## src/hdl/i2cbed_pkg.sv

```systemverilog
`default_nettype none

package i2cbed_pkg;

   // Width of timestamps, both on the ports and inside the block.
   localparam int TIME_WIDTH = 32;

   // Bits in one bus byte.
   localparam int BYTE_BITS = 8;
   localparam int COUNT_WIDTH = $clog2(BYTE_BITS + 1);
   localparam int ADDR_WIDTH = BYTE_BITS - 1;

   // Protocol phase of the monitor; the three unused codes behave as idle.
   typedef enum logic [2:0] {
      PH_IDLE     = 3'd0,
      PH_ADDR     = 3'd1,
      PH_ADDR_ACK = 3'd2,
      PH_DATA     = 3'd3,
      PH_DATA_ACK = 3'd4
   } phase_type;

   // Kind of a reported bus event.
   typedef enum logic [2:0] {
      EV_START = 3'd0,
      EV_STOP  = 3'd1,
      EV_ADDR  = 3'd2,
      EV_DATA  = 3'd3,
      EV_ACK   = 3'd4,
      EV_NAK   = 3'd5
   } event_kind_type;

   // One sample of the bus lines.
   typedef struct packed {
      logic                  first_sample;
      logic                  scl_level;
      logic                  sda_level;
      logic [TIME_WIDTH-1:0] sample_time;
   } sample_type;

   // One decoded bus event.
   typedef struct packed {
      event_kind_type        event_kind;
      logic [BYTE_BITS-1:0]  byte_value;
      logic [ADDR_WIDTH-1:0] target_address;
      logic                  read_flag;
      logic [TIME_WIDTH-1:0] event_start;
      logic [TIME_WIDTH-1:0] event_end;
      logic                  nak_error;
   } event_type;

   // Decoder outcome for the sample in the input register.
   typedef struct packed {
      logic      has_event;
      event_type evt;
   } decode_type;

endpackage

`default_nettype wire

```

## src/hdl/i2c_bus_event_decoder.sv

```systemverilog
// Passive I2C bus monitor: each input word is one timestamped sample of SCL and SDA, and
// the block reports START, STOP, address, data byte, ACK and NAK events, at most one per
// sample. A sample flagged as the first of a capture returns the decoder to an idle bus
// with both lines high and gives no event. One sample is taken every clock cycle as long
// as the result side keeps up; each sample is held in the input register, and the event
// it yields is decoded from there into the output register that drives the result port.
// When a result sits unread, samples that produce no event still pass; the first sample
// that produces one waits in the input register until the output register is free.
`default_nettype none

module i2c_bus_event_decoder (
   input  wire         clock,
   input  wire         reset,
   input  wire         req_tvalid,
   output logic        req_tready,
   input  wire  [39:0] req_tdata,  // scl_level, sda_level, sample_time[31:0], zero fill
   input  wire  [0:0]  req_tuser,  // first_sample
   output logic        rsp_tvalid,
   input  wire         rsp_tready,
   output logic [79:0] rsp_tdata,  // byte_value, target_address, read_flag,
                                   // event_start[31:0], event_end[31:0]
   output logic [3:0]  rsp_tuser   // event_kind[2:0], nak_error
);

   logic                   sample_valid;
   i2cbed_pkg::sample_type sample;
   i2cbed_pkg::decode_type decode;
   i2cbed_pkg::event_type  evt_out;
   logic                   out_valid;
   logic                   advance;

   // The sample retires unless it has an event and the output slot stays full.
   assign advance    = sample_valid && (!decode.has_event || !out_valid || rsp_tready);
   assign req_tready = !sample_valid || advance;

   i2cbed_in_stage u_in_stage (
      .clock        (clock),
      .reset        (reset),
      .req_tvalid   (req_tvalid),
      .req_tready   (req_tready),
      .first_sample (req_tuser[0]),
      .scl_level    (req_tdata[0]),
      .sda_level    (req_tdata[1]),
      .sample_time  (req_tdata[i2cbed_pkg::TIME_WIDTH+1:2]),
      .advance      (advance),
      .sample_valid (sample_valid),
      .sample       (sample)
   );

   i2cbed_decode u_decode (
      .clock   (clock),
      .reset   (reset),
      .sample  (sample),
      .advance (advance),
      .decode  (decode)
   );

   i2cbed_out_reg u_out_reg (
      .clock      (clock),
      .reset      (reset),
      .load       (advance && decode.has_event),
      .evt_in     (decode.evt),
      .rsp_tready (rsp_tready),
      .rsp_valid  (out_valid),
      .evt_out    (evt_out)
   );

   // Pack the result word.
   assign rsp_tvalid = out_valid;
   assign rsp_tdata  = {evt_out.event_end, evt_out.event_start, evt_out.read_flag,
                        evt_out.target_address, evt_out.byte_value};
   assign rsp_tuser  = {evt_out.nak_error, evt_out.event_kind};

endmodule

`default_nettype wire

```

## src/hdl/i2cbed_in_stage.sv

```systemverilog
`default_nettype none

module i2cbed_in_stage (
   input  wire                     clock,
   input  wire                     reset,
   input  wire                     req_tvalid,
   input  wire                     req_tready,
   input  wire                     first_sample,
   input  wire                     scl_level,
   input  wire                     sda_level,
   input  wire [i2cbed_pkg::TIME_WIDTH-1:0] sample_time,
   input  wire                     advance,
   output logic                    sample_valid,
   output i2cbed_pkg::sample_type  sample
);

   logic                   valid_ff;
   logic                   valid_in;
   i2cbed_pkg::sample_type sample_ff;
   logic                   load;

   // A word is taken whenever the slot is empty or drains this cycle.
   assign load = req_tvalid && req_tready;

   always_comb begin
      if (load) begin
         valid_in = 1'b1;
      end else if (advance) begin
         valid_in = 1'b0;
      end else begin
         valid_in = valid_ff;
      end
   end

   always_ff @(posedge clock) begin
      if (reset) begin
         valid_ff <= 1'b0;
      end else begin
         valid_ff <= valid_in;
      end
   end

   // Payload register, no reset needed.
   always_ff @(posedge clock) begin
      if (load) begin
         sample_ff.first_sample <= first_sample;
         sample_ff.scl_level    <= scl_level;
         sample_ff.sda_level    <= sda_level;
         sample_ff.sample_time  <= sample_time;
      end
   end

   assign sample_valid = valid_ff;
   assign sample       = sample_ff;

endmodule

`default_nettype wire

```

## src/hdl/i2cbed_decode.sv

```systemverilog
`default_nettype none

module i2cbed_decode (
   input  wire                     clock,
   input  wire                     reset,
   input  i2cbed_pkg::sample_type  sample,
   input  wire                     advance,
   output i2cbed_pkg::decode_type  decode
);

   i2cbed_pkg::phase_type                  phase_ff, phase_in;
   logic [i2cbed_pkg::COUNT_WIDTH-1:0]     count_ff, count_in;
   logic [i2cbed_pkg::BYTE_BITS-1:0]       shift_ff, shift_in;
   logic                                   last_scl_ff, last_scl_in;
   logic                                   last_sda_ff, last_sda_in;
   logic [i2cbed_pkg::TIME_WIDTH-1:0]      seg_start_ff, seg_start_in;

   logic                                   scl_high_both;
   logic                                   clk_rise;
   logic [i2cbed_pkg::BYTE_BITS-1:0]       shifted;
   logic [i2cbed_pkg::COUNT_WIDTH-1:0]     count_inc;
   logic                                   in_byte;
   logic                                   in_ack;
   logic [i2cbed_pkg::TIME_WIDTH-1:0]      t;

   // State registers only move when the sample in the input register retires.
   always_ff @(posedge clock) begin
      if (reset) begin
         phase_ff     <= i2cbed_pkg::PH_IDLE;
         count_ff     <= '0;
         shift_ff     <= '0;
         last_scl_ff  <= 1'b1;
         last_sda_ff  <= 1'b1;
         seg_start_ff <= '0;
      end else if (advance) begin
         phase_ff     <= phase_in;
         count_ff     <= count_in;
         shift_ff     <= shift_in;
         last_scl_ff  <= last_scl_in;
         last_sda_ff  <= last_sda_in;
         seg_start_ff <= seg_start_in;
      end
   end

   // Line edge detection against the previous sample.
   assign t             = sample.sample_time;
   assign scl_high_both = last_scl_ff && sample.scl_level;
   assign clk_rise      = !last_scl_ff && sample.scl_level;
   assign shifted       = {shift_ff[i2cbed_pkg::BYTE_BITS-2:0], sample.sda_level};
   assign count_inc     = count_ff + 1'b1;

   // Phase decode; unused codes fall into the idle group.
   always_comb begin
      case (phase_ff)
         i2cbed_pkg::PH_ADDR, i2cbed_pkg::PH_DATA: begin
            in_byte = 1'b1;
            in_ack  = 1'b0;
         end
         i2cbed_pkg::PH_ADDR_ACK, i2cbed_pkg::PH_DATA_ACK: begin
            in_byte = 1'b0;
            in_ack  = 1'b1;
         end
         default: begin
            in_byte = 1'b0;
            in_ack  = 1'b0;
         end
      endcase
   end

   // Next state and the event for this sample.
   always_comb begin
      phase_in     = phase_ff;
      count_in     = count_ff;
      shift_in     = shift_ff;
      seg_start_in = seg_start_ff;
      last_scl_in  = sample.scl_level;
      last_sda_in  = sample.sda_level;

      decode.has_event          = 1'b0;
      decode.evt.event_kind     = i2cbed_pkg::EV_START;
      decode.evt.byte_value     = '0;
      decode.evt.target_address = '0;
      decode.evt.read_flag      = 1'b0;
      decode.evt.event_start    = t;
      decode.evt.event_end      = t;
      decode.evt.nak_error      = 1'b0;

      if (sample.first_sample) begin
         // Capture start: back to the idle bus, sample discarded.
         phase_in     = i2cbed_pkg::PH_IDLE;
         count_in     = '0;
         shift_in     = '0;
         seg_start_in = '0;
         last_scl_in  = 1'b1;
         last_sda_in  = 1'b1;
      end else if (scl_high_both && last_sda_ff && !sample.sda_level) begin
         // Start or repeated start.
         decode.has_event      = 1'b1;
         decode.evt.event_kind = i2cbed_pkg::EV_START;
         phase_in              = i2cbed_pkg::PH_ADDR;
         count_in              = '0;
         shift_in              = '0;
         seg_start_in          = t;
      end else if (scl_high_both && !last_sda_ff && sample.sda_level) begin
         // Stop returns to idle and keeps the rest.
         decode.has_event      = 1'b1;
         decode.evt.event_kind = i2cbed_pkg::EV_STOP;
         phase_in              = i2cbed_pkg::PH_IDLE;
      end else if (clk_rise && in_byte) begin
         shift_in = shifted;
         count_in = count_inc;
         if (count_inc == i2cbed_pkg::COUNT_WIDTH'(i2cbed_pkg::BYTE_BITS)) begin
            // Byte complete: address after a start, data otherwise.
            decode.has_event       = 1'b1;
            decode.evt.byte_value  = shifted;
            decode.evt.event_start = seg_start_ff;
            if (phase_ff == i2cbed_pkg::PH_ADDR) begin
               decode.evt.event_kind     = i2cbed_pkg::EV_ADDR;
               decode.evt.target_address = shifted[i2cbed_pkg::BYTE_BITS-1:1];
               decode.evt.read_flag      = shifted[0];
               phase_in                  = i2cbed_pkg::PH_ADDR_ACK;
            end else begin
               decode.evt.event_kind = i2cbed_pkg::EV_DATA;
               phase_in              = i2cbed_pkg::PH_DATA_ACK;
            end
            count_in     = '0;
            shift_in     = '0;
            seg_start_in = t;
         end
      end else if (clk_rise && in_ack) begin
         // Acknowledge bit: a high data line is a NAK.
         decode.has_event       = 1'b1;
         decode.evt.event_kind  = sample.sda_level ? i2cbed_pkg::EV_NAK : i2cbed_pkg::EV_ACK;
         decode.evt.event_start = seg_start_ff;
         decode.evt.nak_error   = sample.sda_level;
         phase_in               = i2cbed_pkg::PH_DATA;
         count_in               = '0;
         shift_in               = '0;
         seg_start_in           = t;
      end
   end

endmodule

`default_nettype wire

```

## src/hdl/i2cbed_out_reg.sv

```systemverilog
`default_nettype none

module i2cbed_out_reg (
   input  wire                    clock,
   input  wire                    reset,
   input  wire                    load,
   input  i2cbed_pkg::event_type  evt_in,
   input  wire                    rsp_tready,
   output logic                   rsp_valid,
   output i2cbed_pkg::event_type  evt_out
);

   logic                  valid_ff;
   logic                  valid_in;
   i2cbed_pkg::event_type evt_ff;

   // Hold a word until the consumer takes it; a new one may replace it then.
   always_comb begin
      if (load) begin
         valid_in = 1'b1;
      end else if (rsp_tready) begin
         valid_in = 1'b0;
      end else begin
         valid_in = valid_ff;
      end
   end

   always_ff @(posedge clock) begin
      if (reset) begin
         valid_ff <= 1'b0;
      end else begin
         valid_ff <= valid_in;
      end
   end

   always_ff @(posedge clock) begin
      if (load) begin
         evt_ff <= evt_in;
      end
   end

   assign rsp_valid = valid_ff;
   assign evt_out   = evt_ff;

endmodule

`default_nettype wire

```

## config.mk

```make
export PLATFORM = sky130hd
export DESIGN_NAME = i2c_bus_event_decoder
export DESIGN_NICKNAME = d
export VERILOG_FILES = /design/src/hdl/i2cbed_pkg.sv /design/src/hdl/i2c_bus_event_decoder.sv /design/src/hdl/i2cbed_in_stage.sv /design/src/hdl/i2cbed_decode.sv /design/src/hdl/i2cbed_out_reg.sv
export SDC_FILE = /design/constraint.sdc
export NUM_CORES = 1
export LEC_CHECK = 0
export BUFFER_PORTS_ARGS = -buffer_cell sky130_fd_sc_hd__clkbuf_2
export CAP_MARGIN = 25
export CELL_PAD_IN_SITES_DETAIL_PLACEMENT = 0
export CELL_PAD_IN_SITES_GLOBAL_PLACEMENT = 2
export CORE_MARGIN = 2
export CORE_UTILIZATION = 41
export CTS_CLUSTER_SIZE = 12
export DETAILED_ROUTE_END_ITERATION = 8
export GPL_TIMING_DRIVEN = 0
export PLACE_DENSITY = 0.88
export SYNTH_ARGS = -nofsm -noshare
export SYNTH_HDL_FRONTEND = slang
export SYNTH_SLANG_ARGS = --single-unit
```

## constraint.sdc

```tcl
create_clock -name clock -period 8.71 [get_ports clock]
set_input_delay 0.871 -clock clock [delete_from_list [all_inputs] [get_ports clock]]
set_output_delay 0.871 -clock clock [all_outputs]
set_load 0.05 [all_outputs]
```

Word level (Yosys, flattened, before mapping)
Index checks and enable logic that the tools add are counted.
Widths: inputs -> output; s select.
{"block": "totals", "output_inout_bits": 86, "input_bits": 45, "reg_bits": 169}
{"block": "classes", "n_eq_ne": 8, "add_sub_neg": 1, "n_reduce_logical": 34, "n_bitwise": 4, "n_mux": 47}
{"cell": "$mux 32", "n": 8}
{"cell": "$mux 52", "n": 2}
{"cell": "$mux 48", "n": 2}
{"cell": "$mux 7", "n": 6}
{"cell": "$mux 4", "n": 10}
{"cell": "$mux 3", "n": 7}
{"cell": "$mux 16", "n": 1}
{"cell": "$logic_and 1x1->1", "n": 11}
{"cell": "$mux 1", "n": 10}
{"cell": "$reduce_or 5->1", "n": 2}
{"cell": "$mux 8", "n": 1}
{"cell": "$eq 3x2->1 const B", "n": 2}
{"cell": "$logic_not 1->1", "n": 6}
{"cell": "$reduce_and 3->1", "n": 2}
{"cell": "$reduce_or 2->1", "n": 3}
{"cell": "$reduce_or 6->1", "n": 1}
{"cell": "$ne 5x3->1 const B", "n": 1}
{"cell": "$reduce_bool 5->1", "n": 1}
{"cell": "$add 4x1->4 const B", "n": 1}
{"cell": "$eq 4x4->1 const B", "n": 1}
{"cell": "$ne 4x3->1 const B", "n": 1}
{"cell": "$not 1->1", "n": 4}
{"cell": "$reduce_and 4->1", "n": 1}
{"cell": "$reduce_bool 2->1", "n": 2}
{"cell": "other kinds (6)", "n": 8}

Depth between registers and ports, before layout
{"block": "depth", "ltp_word": 16, "ltp_mapped": 9, "depth_no_buf": 7}

By module
Synthesis repeated with hierarchy kept, for this count alone.
{"block": "hier_totals", "cells_unflattened": 475, "hier_area_um2": 6585.1}
{"module": "i2cbed_decode", "instances": 1, "seq_area_each_um2": 960.9, "area_each_um2": 2892.8, "cells_each": 342}
{"module": "i2cbed_out_reg", "instances": 1, "seq_area_each_um2": 2542.4, "area_each_um2": 2561.2, "cells_each": 88}
{"module": "i2cbed_in_stage", "instances": 1, "seq_area_each_um2": 1071.0, "area_each_um2": 1093.5, "cells_each": 40}
{"module": "i2c_bus_event_decoder", "instances": 1, "seq_area_each_um2": 0.0, "area_each_um2": 37.5, "cells_each": 5}

Least setup slack after synthesis
OpenSTA, ideal clock, no wires.
{"block": "synth_timing", "path_kind": "register to register", "start": "register u_decode.count_ff[0] (netlist name)", "end": "register u_out_reg.evt_ff (netlist bit u_out_reg.evt_out[0]), enable pin", "required_time_ps": 8174, "path_slack_ps": 3217, "arrival_time_ps": 4957, "setup_ps": 536, "synth_period_minus_slack_ps": 5493, "path_buffers": 0, "stages_incl_launch_ff": 7, "path_cell_list": "dfxtp_1 ha_1 and4bb_2 nand2_1 nand3_2 nand3b_1 nor2b_1"}
{"block": "synth_between", "elab_chain_len": 12}
{"element": "start, declared", "line_no": "i2cbed_decode.sv:12", "rtl": "logic [i2cbed_pkg::COUNT_WIDTH-1:0] count_ff, count_in;"}
{"element": "start signal, assigned", "line_no": "i2cbed_decode.sv:37", "rtl": "count_ff <= count_in;"}
{"element": "$add 4x1->4 *", "line_no": "i2cbed_decode.sv:50", "rtl": "assign count_inc = count_ff + 1'b1;"}
{"element": "$eq 4x4->1 *", "line_no": "i2cbed_decode.sv:112", "rtl": "if (count_inc == i2cbed_pkg::COUNT_WIDTH'(i2cbed_pkg::BYTE_BITS)) begin"}
{"element": "$mux 52 *", "line_no": "i2cbed_decode.sv:112"}
{"element": "$mux 4 *", "line_no": "i2cbed_decode.sv:109", "rtl": "end else if (clk_rise && in_byte) begin"}
{"element": "$mux 4 *", "line_no": "i2cbed_decode.sv:104", "rtl": "end else if (scl_high_both && !last_sda_ff && sample.sda_level) begin"}
{"element": "$mux 4 *", "line_no": "i2cbed_decode.sv:96", "rtl": "end else if (scl_high_both && last_sda_ff && !sample.sda_level) begin"}
{"element": "$mux 52 *", "line_no": "i2cbed_decode.sv:88", "rtl": "if (sample.first_sample) begin"}
{"element": "$logic_not 1->1", "line_no": "i2c_bus_event_decoder.sv:33", "rtl": "assign advance = sample_valid && (!decode.has_event || !out_valid || rsp_tready);"}
{"element": "$logic_or 1x1->1 (2 in a row)", "line_no": "i2c_bus_event_decoder.sv:33"}
{"element": "$logic_and 1x1->1", "line_no": "i2c_bus_event_decoder.sv:33"}
{"element": "$logic_and 1x1->1 *", "line_no": "i2c_bus_event_decoder.sv:61", "rtl": ".load (advance && decode.has_event),"}
{"element": "net u_out_reg.load", "line_no": "i2cbed_out_reg.sv:6", "rtl": "input wire load,"}
{"element": "end signal, assigned", "line_no": "i2cbed_out_reg.sv:38", "rtl": "evt_ff <= evt_in;"}
{"element": "end, declared", "line_no": "i2cbed_out_reg.sv:15", "rtl": "i2cbed_pkg::event_type evt_ff;"}
Mark *: on every way through the listed nets, which the timed path passes. The rest lies on a longest branch.
A chain may end at the register's enable or synchronous reset.

Worst setup path in the final report
{"block": "layout_timing", "start": "register u_decode.count_ff[0] (netlist name)", "end": "output req_tready"}
{"block": "layout_between", "elab_chain_len": 12}
{"element": "$add 4x1->4", "line_no": "i2cbed_decode.sv:50"}
{"element": "$eq 4x4->1", "line_no": "i2cbed_decode.sv:112"}
{"element": "$mux 52", "line_no": "i2cbed_decode.sv:112"}
{"element": "$mux 4", "line_no": "i2cbed_decode.sv:109"}
{"element": "$mux 4", "line_no": "i2cbed_decode.sv:104"}
{"element": "$mux 4", "line_no": "i2cbed_decode.sv:96"}
{"element": "$mux 52", "line_no": "i2cbed_decode.sv:88"}
{"element": "$logic_not 1->1", "line_no": "i2c_bus_event_decoder.sv:33"}
{"element": "$logic_or 1x1->1 (2 in a row)", "line_no": "i2c_bus_event_decoder.sv:33"}
{"element": "$logic_and 1x1->1", "line_no": "i2c_bus_event_decoder.sv:33"}
{"element": "$logic_or 1x1->1", "line_no": "i2c_bus_event_decoder.sv:34", "rtl": "assign req_tready = !sample_valid || advance;"}
{"element": "end, declared", "line_no": "i2c_bus_event_decoder.sv:15", "rtl": "output logic req_tready,"}
Every way passes these cells.

==> flow_summary.html <==
<table>
<tr><th>Metric</th><th>Value</th></tr>
<tr><th colspan="2">Placement</th></tr>
<tr><td>Placed insts</td><td>790</td></tr>
<tr><td>Post-detailed-placement cell area</td><td>7560 um2</td></tr>
<tr><td>Estimated wirelength of the detail-placed design</td><td>9.13 mm</td></tr>
<tr><td>Routability Congestion</td><td>0.841</td></tr>
<tr><td>Count of port buffers added during placement</td><td>123</td></tr>
<tr><th colspan="2">Clock tree</th></tr>
<tr><td>Root Buffer Master</td><td>sky130_fd_sc_hd__clkbuf_16</td></tr>
<tr><td>Clock insertion delay at the later pin of the skew report</td><td>0.43 ns</td></tr>
<tr><td>Clock tree from TritonCTS</td><td>done</td></tr>
<tr><td>Number of setup buffers added after CTS</td><td>0</td></tr>
<tr><td>Resized Gates After CTS</td><td>0</td></tr>
<tr><td>H-Tree Depth</td><td>4</td></tr>
<tr><td>Clock-pin slew on the worst setup and hold paths</td><td>0.07 ns</td></tr>
<tr><td>Worst-case clock buffer depth</td><td>2</td></tr>
<tr><td>CTS sink count</td><td>169</td></tr>
<tr><td>Hold bufs inserted after CTS</td><td>0</td></tr>
<tr><td>Number of buffers created by CTS</td><td>17</td></tr>
<tr><th colspan="2">Floorplanning</th></tr>
<tr><td>Overall die width</td><td>131 um</td></tr>
<tr><td>Number of ports placed on the die boundary</td><td>131</td></tr>
<tr><td>Initial core utilization</td><td>41.8%</td></tr>
<tr><td>Floorplan Core Area</td><td>15,800 um2</td></tr>
<tr><td>Die outline area</td><td>17,200 um2</td></tr>
<tr><td>Vert. Die Dim</td><td>131 um</td></tr>
<tr><td>Std cell rows</td><td>46</td></tr>
<tr><th colspan="2">Synthesis</th></tr>
<tr><td>Unique masters post-synth</td><td>57</td></tr>
<tr><td>Main flop type after synthesis</td><td>sky130_fd_sc_hd__edfxtp_1</td></tr>
<tr><td>Fraction of synthesis flops using an asynchronous set or reset pin</td><td>0%</td></tr>
<tr><td>Syn Nets</td><td>495</td></tr>
<tr><td>Number of synthesized flops with an enable pin</td><td>119</td></tr>
<tr><td>Gate count after technology mapping</td><td>448</td></tr>
<tr><td>Synthesized area per cell</td><td>14.8 um2</td></tr>
<tr><td>YS warnings</td><td>0</td></tr>
<tr><td>Post-synthesis register bit count</td><td>169</td></tr>
<tr><td>Register area share after synthesis</td><td>69.2%</td></tr>
<tr><td>Post-synthesis cell area</td><td>6610 um2</td></tr>
<tr><th colspan="2">Worst setup path</th></tr>
<tr><td>Critical path endpoint category</td><td>output pin</td></tr>
<tr><td>Crit-path cells</td><td>ha_1 -&gt; and4bb_2 -&gt; nand2_1 -&gt; nand3_2 -&gt; nand3b_1 -&gt; or2_2 -&gt; clkbuf_2</td></tr>
<tr><td>Req. time, crit path</td><td>7.84 ns</td></tr>
<tr><td>Cell type of the slowest stage on the worst timing path</td><td>sky130_fd_sc_hd__and4bb_2</td></tr>
<tr><td>Critical path data arrival time</td><td>2.44 ns</td></tr>
<tr><td>Longest individual stage delay on the worst path</td><td>0.38 ns</td></tr>
<tr><td>Type of element launching the critical path</td><td>flop</td></tr>
<tr><td>Type of the setup path with the least slack</td><td>flop to output pin</td></tr>
<tr><td>Largest fanout on the critical path</td><td>7</td></tr>
<tr><th colspan="2">Worst hold path</th></tr>
<tr><td>Classification of the worst-slack hold path</td><td>flop to flop</td></tr>
<tr><th colspan="2">Timing</th></tr>
<tr><td>Max frequency</td><td>302 MHz</td></tr>
<tr><td>Hold Vio Cnt, Final</td><td>0</td></tr>
<tr><td>Minimum clock period after layout</td><td>3.31 ns</td></tr>
<tr><td>Worst slew margin relative to its limit</td><td>34.6%</td></tr>
<tr><td>Final period utilization</td><td>38.0%</td></tr>
<tr><td>Largest clock skew in the final design</td><td>0.00858 ns</td></tr>
<tr><td>Count of pins over their slew limit</td><td>0</td></tr>
<tr><td>Summed negative setup slack over all endpoints</td><td>0 ns</td></tr>
<tr><td>Number of setup violations in the final report</td><td>0</td></tr>
<tr><td>Slew at the pin with the worst max-slew slack</td><td>0.981 ns</td></tr>
<tr><td>Setup repair after global routing missed its margin</td><td>no</td></tr>
<tr><td>Final-layout worst hold slack</td><td>0.470 ns</td></tr>
<tr><th colspan="2">Pwr</th></tr>
<tr><td>Leakage power of the design</td><td>3.12 nW</td></tr>
<tr><td>Power per cell area</td><td>213 nW/um2</td></tr>
<tr><td>IR Drop Worst-Case VDD</td><td>0.137 mV</td></tr>
<tr><th colspan="2">Detailed routing</th></tr>
<tr><td>First-iteration detailed-routing DRC count</td><td>279</td></tr>
<tr><td>Detailed-route wire length per cell</td><td>16.6 um</td></tr>
<tr><td>Total routed wirelength</td><td>13.6 mm</td></tr>
<tr><td>Post-route DRC violation count</td><td>0</td></tr>
<tr><td>Number of nets with antenna violations after routing</td><td>0</td></tr>
<tr><td>Via count</td><td>4,048</td></tr>
<tr><td>Vias per cell</td><td>4.92</td></tr>
<tr><td>TritonRoute pass-1 iters</td><td>4</td></tr>
<tr><th colspan="2">GRT</th></tr>
<tr><td>Vias in the first global route</td><td>4,048</td></tr>
<tr><td>Antenna violations before repair</td><td>0</td></tr>
<tr><td>Met1 track demand over resource in global routing</td><td>21.2%</td></tr>
<tr><td>Remaining Overflow, GRT</td><td>0</td></tr>
<tr><td>Global-route usage over all layers</td><td>16.4%</td></tr>
<tr><td>Pin count of the biggest net entering global routing</td><td>37</td></tr>
<tr><td>Global routing usage on met2</td><td>26.9%</td></tr>
<tr><td>Global Route met3 Usage</td><td>3.66%</td></tr>
<tr><td>First-pass GRT wire length</td><td>21.1 mm</td></tr>
<tr><td>Busiest layer in global routing</td><td>met2</td></tr>
<tr><th colspan="2">Cells and area</th></tr>
<tr><td>Area taken by flip-flops and latches</td><td>4570 um2</td></tr>
<tr><td>Final design instance area without fill</td><td>8140 um2</td></tr>
<tr><td>Final nets</td><td>640</td></tr>
<tr><td>Synth-to-layout area growth</td><td>23.1%</td></tr>
<tr><td>Antenna diodes</td><td>0</td></tr>
<tr><td>Number of standard cells in the layout, taps in and fillers out</td><td>822</td></tr>
<tr><td>Fraction of final layout cells with drive strength greater than 1</td><td>36.5%</td></tr>
<tr><td>Area of combinational cells with multiple inputs</td><td>1850 um2</td></tr>
<tr><td>Filler cells</td><td>1,345</td></tr>
<tr><td>Share of the core filled with cells in the final layout</td><td>51.4%</td></tr>
<tr><th colspan="2">Flow run</th></tr>
<tr><td>Max-Cap Viols</td><td>0</td></tr>
<tr><th colspan="2">Run status</th></tr>
<tr><td>Result of the run</td><td>finished clean</td></tr>
</table>
[layer usage]
metal / vias to the layer above / part of all wire (%)
li1: 1960 / -
met1: 1957 / 44
met2: 114 / 50
met3: 17 / 4.8
met4: 0 / 1.6
met5: - / 0
[critical path, delay by kind of cell (launching register included)]
family	cells	cell delay, ns
adder cells (fa/ha/maj)	1	0.26
AND/OR/NAND/NOR	5	1.15
buffers and inverters	1	0.24
flip-flops	1	0.37
[where the power goes]
part | internal, mW | switching [mW]
Sequential | 0.881 | 0.0122
Clock | 0.410 | 0.321
Combinational | 0.0469 | 0.0651
Total | 1.34 | 0.399
[worst paths after layout]
check	to	startpoint	slack, ns	cells past startpoint
min reg2reg	u_decode.seg_start_ff[19]	u_decode.seg_start_ff[19]	0.47	2
max reg2reg	u_in_stage.sample[19]	u_decode.count_ff[0]	5.91	7
max	req_tready	u_decode.count_ff[0]	5.40	7
min	u_decode.seg_start_ff[19]	u_decode.seg_start_ff[19]	0.47	2
[cells in the mapped netlist, drive strengths merged, types with 3 or more instances]
| library cell | n | area share (%) |
|---|---|---|
| inv | 4 | 0.23 |
| and2 | 18 | 1.7 |
| nor3 | 5 | 0.45 |
| dfxtp | 50 | 15 |
| mux2 | 33 | 7.3 |
| nand3 | 9 | 0.83 |
| clkbuf | 12 | 0.68 |
| nor3b | 5 | 0.64 |
| and3 | 3 | 0.28 |
| nand4 | 33 | 3.1 |
| a21oi | 4 | 0.36 |
| nand2 | 6 | 0.34 |
| nor2b | 3 | 0.28 |
| nand2b | 44 | 4.2 |
| edfxtp | 119 | 54 |
| o21ai | 43 | 3.4 |
| buf | 14 | 1.9 |
| nor2 | 11 | 0.66 |
[layout make-up]
cell class                 instances  share of cell area [%]
clock inverter                    13                    1.61
sequential                       169                    56.2
inverter                           4                   0.185
clock buffer                      19                    5.44
tap                              216                    3.32
multi-input combinational        249                    22.8
buffer                            26                    2.14
timing repair buffer             126                    8.27
[cell usage in the layout (no fill, tap or decap), types with 3 or more instances in the layout]
cell                        count
sky130_fd_sc_hd__mux2_4        30
sky130_fd_sc_hd__o21ai_0       39
sky130_fd_sc_hd__nor3b_1        4
sky130_fd_sc_hd__clkbuf_16     17
sky130_fd_sc_hd__and2_1        16
sky130_fd_sc_hd__buf_12         4
sky130_fd_sc_hd__buf_4          3
sky130_fd_sc_hd__inv_6          6
sky130_fd_sc_hd__inv_1          4
sky130_fd_sc_hd__nand4_1       33
sky130_fd_sc_hd__nand2_1        6
sky130_fd_sc_hd__nand3_1        7
sky130_fd_sc_hd__a21oi_1        3
sky130_fd_sc_hd__and3_1         3
sky130_fd_sc_hd__dfxtp_1       50
sky130_fd_sc_hd__edfxtp_1     119
sky130_fd_sc_hd__nor2_1        10
sky130_fd_sc_hd__nor3_1         4
sky130_fd_sc_hd__buf_2          7
sky130_fd_sc_hd__clkbuf_2     123
sky130_fd_sc_hd__nand2b_1      44
sky130_fd_sc_hd__clkbuf_1      13
[flip-flops by register name, indices dropped and copies added (netlist names)]
register                 cells
u_decode.seg_start_ff       32
u_in_stage.sample_valid      1
u_decode.last_sda_ff         1
u_out_reg.evt_out           84
u_in_stage.sample           35
u_decode.phase_ff            3
u_decode.shift_ff            7
u_decode.last_scl_ff         1
u_decode.count_ff            4
u_out_reg.rsp_valid          1
[per-stage QoR]
stage / worst slack (ns) / total power, mW
3_5_place_dp: 5.87 / 1.02
3_3_place_gp: 1.52 / 1.02
2_1_floorplan: 3.22 / 0.990
5_1_grt: 5.28 / 1.80
6_report: 5.40 / 1.74
4_1_cts: 5.39 / 1.76
[cells by family (layout without fill, tap and decap cells)]
logic type      after synthesis  in the layout  share of synthesized area (%)
simple gates                147            147                           13.8
buf+inv                      30            188                           2.86
xor+xnor                      2              2                          0.265
flops                       169            169                           69.2
mux                          35             35                           7.63
compound gates               63             63                           5.85
fa+ha+maj                     2              2                          0.379
(Power assumes the default switching activity.)
